**config.mk**
```make
export PLATFORM = sky130hd
export DESIGN_NAME = rc4_stream_cipher_flat
export DESIGN_NICKNAME = d
export VERILOG_FILES = /design/src/rc4_pkg.sv /design/src/rc4_if.sv /design/src/rc4_perm_ram.sv /design/src/rc4_stream_cipher.sv /design/src/flat_wrapper.sv
export SDC_FILE = /design/constraint.sdc
export NUM_CORES = 2
export LEC_CHECK = 0
export BUFFER_PORTS_ARGS = -buffer_cell sky130_fd_sc_hd__buf_2
export CAP_MARGIN = 20
export CORE_MARGIN = 2
export CORE_UTILIZATION = 50
export CTS_BUF_LIST = sky130_fd_sc_hd__clkbuf_4 sky130_fd_sc_hd__clkbuf_8
export DETAILED_ROUTE_END_ITERATION = 8
export GPL_ROUTABILITY_DRIVEN = 0
export PLACE_DENSITY = 0.65
export SLEW_MARGIN = 25
export SYNTH_ARGS = -nofsm -noshare
export SYNTH_HDL_FRONTEND = slang
export SYNTH_SLANG_ARGS = --single-unit
```
**constraint.sdc**
```tcl
create_clock -name clk -period 18.6 [get_ports clk]
set_input_delay 2.79 -clock clk [delete_from_list [all_inputs] [get_ports clk]]
set_output_delay 2.79 -clock clk [all_outputs]
set_load 0.02 [all_outputs]
```
**src/rc4_pkg.sv**
```systemverilog
// Shared types, constants and the control store for the RC4 stream cipher.
`timescale 1ns / 1ps
`default_nettype none

package rc4_pkg;

	localparam int unsigned RC4_MAX_KEY = 256;
	localparam int unsigned PERM_DEPTH  = 256;
	localparam int unsigned CNT_W       = 9;
	localparam int unsigned PC_W        = 4;

	// control store addresses
	localparam logic [PC_W-1:0] STEP_D0 = 4'd0;
	localparam logic [PC_W-1:0] STEP_D1 = 4'd1;
	localparam logic [PC_W-1:0] STEP_D2 = 4'd2;
	localparam logic [PC_W-1:0] STEP_D3 = 4'd3;
	localparam logic [PC_W-1:0] STEP_D4 = 4'd4;
	localparam logic [PC_W-1:0] STEP_D5 = 4'd5;
	localparam logic [PC_W-1:0] STEP_K0 = 4'd6;
	localparam logic [PC_W-1:0] STEP_K1 = 4'd7;
	localparam logic [PC_W-1:0] STEP_K2 = 4'd8;
	localparam logic [PC_W-1:0] STEP_K3 = 4'd9;
	localparam logic [PC_W-1:0] STEP_K4 = 4'd10;

	// read address select
	localparam logic [1:0] RA_I_INC = 2'd0;
	localparam logic [1:0] RA_J_NEW = 2'd1;
	localparam logic [1:0] RA_SUM   = 2'd2;
	localparam logic [1:0] RA_N     = 2'd3;

	// write address select
	localparam logic [1:0] WA_I = 2'd0;
	localparam logic [1:0] WA_J = 2'd1;
	localparam logic [1:0] WA_N = 2'd2;

	// write data select
	localparam logic WD_RD = 1'b0;
	localparam logic WD_A  = 1'b1;

	// side actions
	localparam logic [1:0] ACT_NONE = 2'd0;
	localparam logic [1:0] ACT_INIT = 2'd1;
	localparam logic [1:0] ACT_ADV  = 2'd2;

	// sequencing
	localparam logic [1:0] NXT_SEQ  = 2'd0;
	localparam logic [1:0] NXT_OUT  = 2'd1;
	localparam logic [1:0] NXT_LOOP = 2'd2;

	typedef struct packed {
		logic [1:0]      ra_sel;
		logic            wr_en;
		logic [1:0]      wa_sel;
		logic            wd_sel;
		logic            ld_i;
		logic            ld_j;
		logic            ld_a;
		logic            ld_b;
		logic            key_add;
		logic [1:0]      act;
		logic [1:0]      nxt;
		logic [PC_W-1:0] tgt;
	} ucode_t;

	typedef struct packed {
		logic       clear;
		logic       we;
		logic [7:0] waddr;
		logic [7:0] wdata;
		logic [7:0] raddr;
	} perm_req_t;

	function automatic ucode_t rc4_ucode(input logic [PC_W-1:0] pc);
		ucode_t u;
		u = '0;
		u.nxt = NXT_SEQ;
		case (pc)
			// data byte: i += 1, fetch S[i]
			STEP_D0: begin
				u.ra_sel = RA_I_INC;
				u.ld_i = 1'b1;
			end
			// j += S[i], fetch S[j]
			STEP_D1: begin
				u.ra_sel = RA_J_NEW;
				u.ld_a = 1'b1;
				u.ld_j = 1'b1;
			end
			STEP_D2: begin
				u.ld_b = 1'b1;
				u.wr_en = 1'b1;
				u.wa_sel = WA_I;
				u.wd_sel = WD_RD;
			end
			STEP_D3: begin
				u.wr_en = 1'b1;
				u.wa_sel = WA_J;
				u.wd_sel = WD_A;
			end
			STEP_D4: begin
				u.ra_sel = RA_SUM;
			end
			// hold the keystream read until the output register frees up
			STEP_D5: begin
				u.ra_sel = RA_SUM;
				u.nxt = NXT_OUT;
			end
			STEP_K0: begin
				u.act = ACT_INIT;
			end
			STEP_K1: begin
				u.ra_sel = RA_N;
			end
			STEP_K2: begin
				u.ra_sel = RA_J_NEW;
				u.ld_a = 1'b1;
				u.ld_j = 1'b1;
				u.key_add = 1'b1;
			end
			STEP_K3: begin
				u.wr_en = 1'b1;
				u.wa_sel = WA_N;
				u.wd_sel = WD_RD;
			end
			STEP_K4: begin
				u.wr_en = 1'b1;
				u.wa_sel = WA_J;
				u.wd_sel = WD_A;
				u.act = ACT_ADV;
				u.nxt = NXT_LOOP;
				u.tgt = STEP_K1;
			end
			default: begin
				u = '0;
			end
		endcase
		return u;
	endfunction

endpackage

`default_nettype wire

```
**src/rc4_if.sv**
```systemverilog
// Handshake channels for the RC4 input items and output results.
`timescale 1ns / 1ps
`default_nettype none

interface rc4_item_if;
	logic       valid;
	logic       ready;
	logic       mode;
	logic [7:0] byte_value;
	logic       key_last;

	modport source (output valid, output mode, output byte_value, output key_last,
		input ready);
	modport sink (input valid, input mode, input byte_value, input key_last,
		output ready);
endinterface

interface rc4_result_if;
	logic       valid;
	logic       ready;
	logic [7:0] out_byte;

	modport source (output valid, output out_byte, input ready);
	modport sink (input valid, input out_byte, output ready);
endinterface

`default_nettype wire

```
**src/rc4_perm_ram.sv**
```systemverilog
// Permutation memory with per-entry valid bits; an invalid entry reads as its own index.
`timescale 1ns / 1ps
`default_nettype none

module rc4_perm_ram (
	input  logic              clk,
	input  logic              arst_n,
	input  rc4_pkg::perm_req_t req,
	output logic [7:0]        rdata
);
	import rc4_pkg::*;

	logic [7:0]            mem_q [PERM_DEPTH];
	logic [PERM_DEPTH-1:0] valid_q;
	logic [7:0]            rd_q;
	logic [7:0]            ra_q;
	logic                  rv_q;

	always_ff @(posedge clk) begin
		if (req.we) begin
			mem_q[req.waddr] <= req.wdata;
		end
		rd_q <= mem_q[req.raddr];
		ra_q <= req.raddr;
	end

	always_ff @(posedge clk or negedge arst_n) begin
		if (!arst_n) begin
			valid_q <= '0;
			rv_q    <= 1'b0;
		end else begin
			// clear drops the whole table back to identity
			if (req.clear) begin
				valid_q <= '0;
			end else if (req.we) begin
				valid_q[req.waddr] <= 1'b1;
			end
			rv_q <= valid_q[req.raddr];
		end
	end

	assign rdata = rv_q ? rd_q : ra_q;

`ifndef SYNTH
	a_clear_no_write: assert property (@(posedge clk) disable iff (!arst_n)
		req.clear |-> !req.we)
		else $error("perm ram: clear and write in the same cycle");
	a_clear_empties: assert property (@(posedge clk) disable iff (!arst_n)
		req.clear |=> (valid_q == '0))
		else $error("perm ram: valid bits left after clear");
	a_write_marks: assert property (@(posedge clk) disable iff (!arst_n)
		(req.we && !req.clear) |=> valid_q[$past(req.waddr)])
		else $error("perm ram: written entry not marked valid");
`endif

endmodule

`default_nettype wire

```
**src/rc4_stream_cipher.sv**
```systemverilog
// RC4 stream cipher top level: microcoded sequencer, key store and output register.
//
//   channel  | role   | payload                        | per transaction
//   ---------+--------+--------------------------------+----------------------------
//   item     | sink   | mode, byte_value, key_last     | key byte or data byte
//   result   | source | out_byte                       | one per data byte
//
// A data byte keeps the sequencer busy for six control steps (each one read or
// write on the permutation memory, which has separate read and write ports); no
// item is accepted meanwhile. A key byte without last leaves the sequencer idle.
// A last key byte runs the key schedule: an init step, then K1 to K4 for each of the 256 entries.
// Reset leaves the permutation as identity through its valid bits; no clearing pass.
// A waiting result blocks acceptance only by stalling the sequencer, which only stalls in its
// final data step while the output register is full and result.ready is low.
`timescale 1ns / 1ps
`default_nettype none

module rc4_stream_cipher #(
	parameter int unsigned MAX_KEY = rc4_pkg::RC4_MAX_KEY
) (
	input  logic                clk,
	input  logic                arst_n,
	rc4_item_if.sink            item,
	rc4_result_if.source        result
);
	import rc4_pkg::*;

	localparam int unsigned KW = (MAX_KEY > 1) ? $clog2(MAX_KEY) : 1;

	logic                  busy_q;
	logic [PC_W-1:0]       pc_q;
	logic [7:0]            i_q;
	logic [7:0]            j_q;
	logic [7:0]            a_q;
	logic [7:0]            b_q;
	logic [7:0]            n_q;
	logic [KW-1:0]         kpos_q;
	logic [CNT_W-1:0]      len_q;
	logic [CNT_W-1:0]      count_q;
	logic [7:0]            val_q;
	logic [7:0]            kd_q;
	logic                  out_valid_q;
	logic [7:0]            out_byte_q;
	logic [7:0]            key_mem_q [MAX_KEY];

	ucode_t                uc;
	perm_req_t             preq;
	logic [7:0]            rd;
	logic [7:0]            j_new;
	logic                  accept;
	logic                  key_we;
	logic                  load_out;
	logic                  sched_last;
	logic [CNT_W-1:0]      kpos_inc;

	assign accept = item.valid && item.ready;
	assign key_we = accept && !item.mode && (count_q < CNT_W'(MAX_KEY));
	assign uc = busy_q ? rc4_ucode(pc_q) : ucode_t'('0);
	assign load_out = busy_q && (uc.nxt == NXT_OUT) && (!out_valid_q || result.ready);
	assign sched_last = (uc.act == ACT_ADV) && (n_q == 8'hFF);
	assign kpos_inc = CNT_W'(kpos_q) + CNT_W'(1);
	assign j_new = j_q + rd + (uc.key_add ? kd_q : 8'd0);

	assign item.ready = !busy_q;
	assign result.valid = out_valid_q;
	assign result.out_byte = out_byte_q;

	always_comb begin
		preq = '0;
		preq.clear = (uc.act == ACT_INIT);
		preq.we = uc.wr_en;
		case (uc.ra_sel)
			RA_I_INC: preq.raddr = i_q + 8'd1;
			RA_J_NEW: preq.raddr = j_new;
			RA_SUM:   preq.raddr = a_q + b_q;
			RA_N:     preq.raddr = n_q;
			default:  preq.raddr = n_q;
		endcase
		case (uc.wa_sel)
			WA_I:    preq.waddr = i_q;
			WA_J:    preq.waddr = j_q;
			WA_N:    preq.waddr = n_q;
			default: preq.waddr = n_q;
		endcase
		preq.wdata = (uc.wd_sel == WD_A) ? a_q : rd;
	end

	rc4_perm_ram u_perm (
		.clk   (clk),
		.arst_n(arst_n),
		.req   (preq),
		.rdata (rd)
	);

	// key store
	always_ff @(posedge clk) begin
		if (key_we) begin
			key_mem_q[count_q[KW-1:0]] <= item.byte_value;
		end
		kd_q <= key_mem_q[kpos_q];
	end

	// sequencer
	always_ff @(posedge clk or negedge arst_n) begin
		if (!arst_n) begin
			busy_q <= 1'b0;
			pc_q   <= STEP_D0;
		end else if (accept) begin
			if (item.mode) begin
				busy_q <= 1'b1;
				pc_q   <= STEP_D0;
			end else if (item.key_last) begin
				busy_q <= 1'b1;
				pc_q   <= STEP_K0;
			end
		end else if (busy_q) begin
			case (uc.nxt)
				NXT_SEQ: pc_q <= pc_q + PC_W'(1);
				NXT_OUT: begin
					if (load_out) begin
						busy_q <= 1'b0;
					end
				end
				NXT_LOOP: begin
					if (n_q == 8'hFF) begin
						busy_q <= 1'b0;
					end else begin
						pc_q <= uc.tgt;
					end
				end
				default: busy_q <= 1'b0;
			endcase
		end
	end

	// generator indices and key count
	always_ff @(posedge clk or negedge arst_n) begin
		if (!arst_n) begin
			i_q     <= '0;
			j_q     <= '0;
			count_q <= '0;
		end else begin
			if (uc.ld_i) begin
				i_q <= i_q + 8'd1;
			end else if (sched_last) begin
				i_q <= '0;
			end
			if (uc.ld_j) begin
				j_q <= j_new;
			end else if (uc.act == ACT_INIT || sched_last) begin
				j_q <= '0;
			end
			if (key_we) begin
				count_q <= count_q + CNT_W'(1);
			end else if (uc.act == ACT_INIT) begin
				count_q <= '0;
			end
		end
	end

	// datapath scratch registers
	always_ff @(posedge clk) begin
		if (accept) begin
			val_q <= item.byte_value;
		end
		if (uc.ld_a) begin
			a_q <= rd;
		end
		if (uc.ld_b) begin
			b_q <= rd;
		end
		if (uc.act == ACT_INIT) begin
			len_q  <= count_q;
			n_q    <= '0;
			kpos_q <= '0;
		end else if (uc.act == ACT_ADV) begin
			n_q <= n_q + 8'd1;
			// wrap the key position at the loaded key length
			if (kpos_inc == len_q) begin
				kpos_q <= '0;
			end else begin
				kpos_q <= kpos_inc[KW-1:0];
			end
		end
		if (load_out) begin
			out_byte_q <= val_q ^ rd;
		end
	end

	always_ff @(posedge clk or negedge arst_n) begin
		if (!arst_n) begin
			out_valid_q <= 1'b0;
		end else if (load_out) begin
			out_valid_q <= 1'b1;
		end else if (result.ready) begin
			out_valid_q <= 1'b0;
		end
	end

`ifndef SYNTH
	a_count_bound: assert property (@(posedge clk) disable iff (!arst_n)
		count_q <= CNT_W'(MAX_KEY))
		else $error("rc4: key count beyond maximum");
	a_data_start: assert property (@(posedge clk) disable iff (!arst_n)
		(item.valid && item.ready && item.mode) |=> (busy_q && pc_q == STEP_D0))
		else $error("rc4: data transaction did not start the generator");
	a_sched_end: assert property (@(posedge clk) disable iff (!arst_n)
		(busy_q && uc.nxt == NXT_LOOP && n_q == 8'hFF)
		|=> (!busy_q && i_q == '0 && j_q == '0 && count_q == '0))
		else $error("rc4: key schedule did not end cleanly");
`endif

endmodule

`default_nettype wire
```
**src/flat_wrapper.sv**
```systemverilog
// flat-port wrapper written by rule: the top's interface ports become plain ports
module rc4_stream_cipher_flat import rc4_pkg::*;
#(
	parameter int unsigned MAX_KEY = rc4_pkg::RC4_MAX_KEY
)
  (clk, arst_n, item_valid, item_mode, item_byte_value, item_key_last, item_ready, result_valid, result_out_byte, result_ready);
  rc4_item_if item_i ();
  rc4_result_if result_i ();
  input  logic clk;
  input  logic arst_n;
  input wire logic [$bits(item_i.valid)-1:0] item_valid;
  input wire logic [$bits(item_i.mode)-1:0] item_mode;
  input wire logic [$bits(item_i.byte_value)-1:0] item_byte_value;
  input wire logic [$bits(item_i.key_last)-1:0] item_key_last;
  output wire logic [$bits(item_i.ready)-1:0] item_ready;
  output wire logic [$bits(result_i.valid)-1:0] result_valid;
  output wire logic [$bits(result_i.out_byte)-1:0] result_out_byte;
  input wire logic [$bits(result_i.ready)-1:0] result_ready;
  assign item_i.valid = item_valid;
  assign item_i.mode = item_mode;
  assign item_i.byte_value = item_byte_value;
  assign item_i.key_last = item_key_last;
  assign item_ready = item_i.ready;
  assign result_valid = result_i.valid;
  assign result_out_byte = result_i.out_byte;
  assign result_i.ready = result_ready;
  rc4_stream_cipher #(.MAX_KEY(MAX_KEY)) u_core (.clk(clk), .arst_n(arst_n), .item(item_i), .result(result_i));
endmodule
```
==> reports/qor.txt <==
Total internal power: 19,800 uW
Port Buffer Count: 23
Post-synth cell types: 68
Cell Pwr Density: 168 nW/um^2
Clock buffers created by TritonCTS: 682
R2r startpoint: u_core.pc_q[3]
Reg2reg end: u_core.u_perm.rd_q[0]
Crit-path cells: nor2b_1, and3_1, nand2_1, fa_1, inv_1, ha_1, o32ai_1, o211ai_2, nand2_8, inv_8, buf_12, buf_4, buf_4, a21oi_1, a221oi_1, a21oi_1, a21oi_1, o41ai_2, buf_4, nand4_1
Cell count of the worst reg-to-reg path: 20
Bufs on Longest Clock Path: 4
Synth Net Count: 10.5k
Initial antenna violation count: 17
Launch point of the worst hold path: u_core.u_perm.valid_q[254]
Main combinational cell family by area after synthesis: compound AO/OA/AOI/OAI gates
Routed WL: 454,000 um
Synth Area in Compound Gates: 9.19%
Clk root buf: clkbuf_8
Vias in the first global route: 97.3k
Share of power burned in registers: 37.5%
Clock transition at path regs: 60 ps
Post-Synth Adder-Cell Area: 0.274%
XOR/XNOR Fraction of Synth Area: 0.240%
Largest net degree at the start of global routing: 213
Post-CTS sizing: 0
Grt ovf: 0
CP startpoint kind: register
Crit path kind: register to register
Die area: 356,000 sq um
Max Transition Viols Final: 0
Critical path's slowest cell: buf_4
Crit end category: register
Yosys warnings: 0
Yosys top cell by area: edfxtp_1
Slew headroom: 22.0%
Clock latency on the worst-skew pair: 1070 ps
Core box area: 349,000 sq um
Ranking of synthesized cells by area: edfxtp_1 (71%), mux4_2 (8.6%), dfrtp_1 (4.1%), a21oi_1 (3.8%), nand2_1 (2.6%)
Max-cap viol count: 0
Post-synthesis sequential area ratio: 75.4%
Avg WL per Cell: 28.8 um
Dpl hpwl: 256,000 um
Fin area: 194,000 sq um
H-tree levels: 6
Site Rows: 217
Tmin final: 8290 ps
Post-CTS Setup Repair Bufs: 0
Post-CTS Hold Buffers: 0
DRC: 0
Average via count per standard cell: 6.28
Total number of vias: 98.9k
Total GRT Usage: 25.1%
Seq cells post-synth: 4,465
Share of layout cells above drive strength 1: 19.2%
Hold Violations, Final: 0
Hold Path End: u_core.u_perm.valid_q[254]
Die height: 596 um
Switching power: 12,800 uW
Mapped cell area: 175,000 sq um
Drt first-iter violations: 12.6k
Asr flop ratio synth: 6.45%
Simple logic cell fraction of the synthesized area: 4.24%
Synth Instances: 10.4k
Syn avg cell area: 16.8 sq um
Reg-to-reg slack, setup: 10,310 ps
Hold path depth: 1
Crit-path max FO: 204
Die width: 596 um
WP data arrival: 9290 ps
Mux contribution to synthesized area: 8.75%
Synth top area share: 70.8%
Worst-Margin Slew: 1170 ps
Final ANT Viol Nets: 0
Critical path data required time: 19,600 ps
Count leader, synth: edfxtp_1
Switching share of power: 39.2%
Final TNS setup: 0 ps
CTS tree: built
Status: finished, final reports clean
Peak Freq: 0.121 GHz
Final setup fails: 0
Layout overhead on the synthesized area: 10.6%
First-pass GRT wire length: 664,000 um
Placed Area: 180,000 sq um
Post-synth EDFFs: 4,137
Pleak: 0.0621 uW
IO Pins: 24
CP peak stage delay: 840 ps
Final #Nets: 10.6k
Combinational share of power: 37.7%
Clock share of power: 24.8%
Most frequent cells after synthesis: edfxtp_1 (4,137), a21oi_1 (1,322), nand2_1 (1,225), mux4_2 (668), nor2_1 (574)
RSZ-0062 raised after global routing: false
Most used DFF post-synth: edfxtp_1
Max Clock Skew: 67.1 ps
Initial Util: 50.2%
Initial DRT Pass Iterations: 8
Max VDD drop: 0.374 mV
HP Class: register to register
Final period utilization: 44.6%
CTS Sinks: 4,465
[power groups by stage]
| stage | clock network (uW) | registers [uW] | logic (uW) |
|---|---|---|---|
| 2_1_floorplan | 0 | 12600 | 7880 |
| 3_3_place_gp | 0 | 12400 | 11800 |
| 3_5_place_dp | 0 | 12400 | 12100 |
| 4_1_cts | 8170 | 12200 | 12100 |
| 5_1_grt | 8610 | 12200 | 13100 |
| 6_report | 8070 | 12200 | 12300 |
[critical path: cells and delay by family (launching register included)]
kind,cells,cell delay [ps]
flip-flops,1,570
buffers and inverters,6,3270
AND/OR/NAND/NOR,5,1400
AO/OA/AOI/OAI,7,1640
adder cells (fa/ha/maj),2,780
[kinds of logic (layout without fill, tap and decap cells)]
family / Yosys count / after routing
compound gates: 2507 / 2507
xor+xnor: 48 / 48
fa+ha+maj: 33 / 33
buf+inv: 773 / 1490
flops: 4465 / 4465
mux: 697 / 697
other cells: 0 / 6
simple gates: 1908 / 1908
[how the worst max path moves through the flow]
stage | from | endpoint | slack, ps | depth (start not counted)
2_1_floorplan | u_core.pc_q[0] | u_core.u_perm.mem_q[0][1] | 8620 | 7
3_3_place_gp | u_core.pc_q[0] | u_core.u_perm.rd_q[0] | 10740 | 21
3_5_place_dp | u_core.pc_q[3] | u_core.u_perm.rd_q[0] | 10570 | 20
4_1_cts | u_core.pc_q[3] | u_core.u_perm.rd_q[0] | 10540 | 20
5_1_grt | u_core.pc_q[3] | u_core.u_perm.rd_q[0] | 9990 | 20
6_report | u_core.pc_q[3] | u_core.u_perm.rd_q[0] | 10310 | 20
[registers in the layout, summed over array words and instances, names as in the netlist]
signal	flops
u_core.a_q	8
u_core.b_q	8
u_core.busy_q	1
u_core.count_q	9
u_core.i_q	8
u_core.j_q	8
u_core.kd_q	8
u_core.key_mem_q	2048
u_core.kpos_q	8
u_core.len_q	9
u_core.n_q	8
u_core.pc_q	4
u_core.result.out_byte	8
u_core.result.valid	1
u_core.u_perm.mem_q	2048
u_core.u_perm.ra_q	8
u_core.u_perm.rd_q	8
u_core.u_perm.rv_q	1
u_core.u_perm.valid_q	256
u_core.val_q	8
[layer usage]
| metal | track usage (%) | wire (um) | vias to the layer above |
|---|---|---|---|
| met5 | 0 | 58 | - |
| met4 | 9.17 | 16700 | 8 |
| met3 | 4.43 | 39500 | 846 |
| met2 | 39.9 | 219000 | 5179 |
| met1 | 35.2 | 179000 | 51172 |
| li1 | - | - | 41662 |
[final cells by class]
class | count | area, sq um
clock buffers | 1023 | 12300
fillers | 26667 | 155000
inverters | 41 | 169
clock inverters | 213 | 1250
repair buffers | 213 | 1970
diodes | 6 | 15.0
well taps | 4599 | 5750
multi-input cells | 5193 | 40400
flip-flops and latches | 4465 | 132000
[cell usage in the layout (no fill, tap or decap), types with 64 or more instances in the layout]
cell type	instances
a211oi_1	131
a21o_1	133
a21oi_1	1316
a221oi_1	289
a22oi_1	85
a32oi_1	64
buf_4	158
clkbuf_4	290
clkbuf_8	741
clkinv_1	121
dfrtp_1	288
edfxtp_1	4137
mux4_2	668
nand2_1	1211
nor2_1	542
o21a_1	262
[metrics by stage]
| stage | hold WS (ps) | setup slack [ps] | cells | total power, uW | util, % |
|---|---|---|---|---|---|
| 2_1_floorplan | 420 | 8620 | 10431 | 20500 | - |
| 3_3_place_gp | 472 | 10740 | 14502 | 24100 | 51.6 |
| 3_5_place_dp | 480 | 10570 | 14504 | 24500 | 51.6 |
| 4_1_cts | 491 | 10540 | 15740 | 32400 | 55.5 |
| 5_1_grt | 498 | 9990 | 15749 | 33900 | 55.6 |
| 6_report | 488 | 10310 | 15753 | 32500 | 55.6 |
Note: power is estimated with default switching activity, not from simulation.
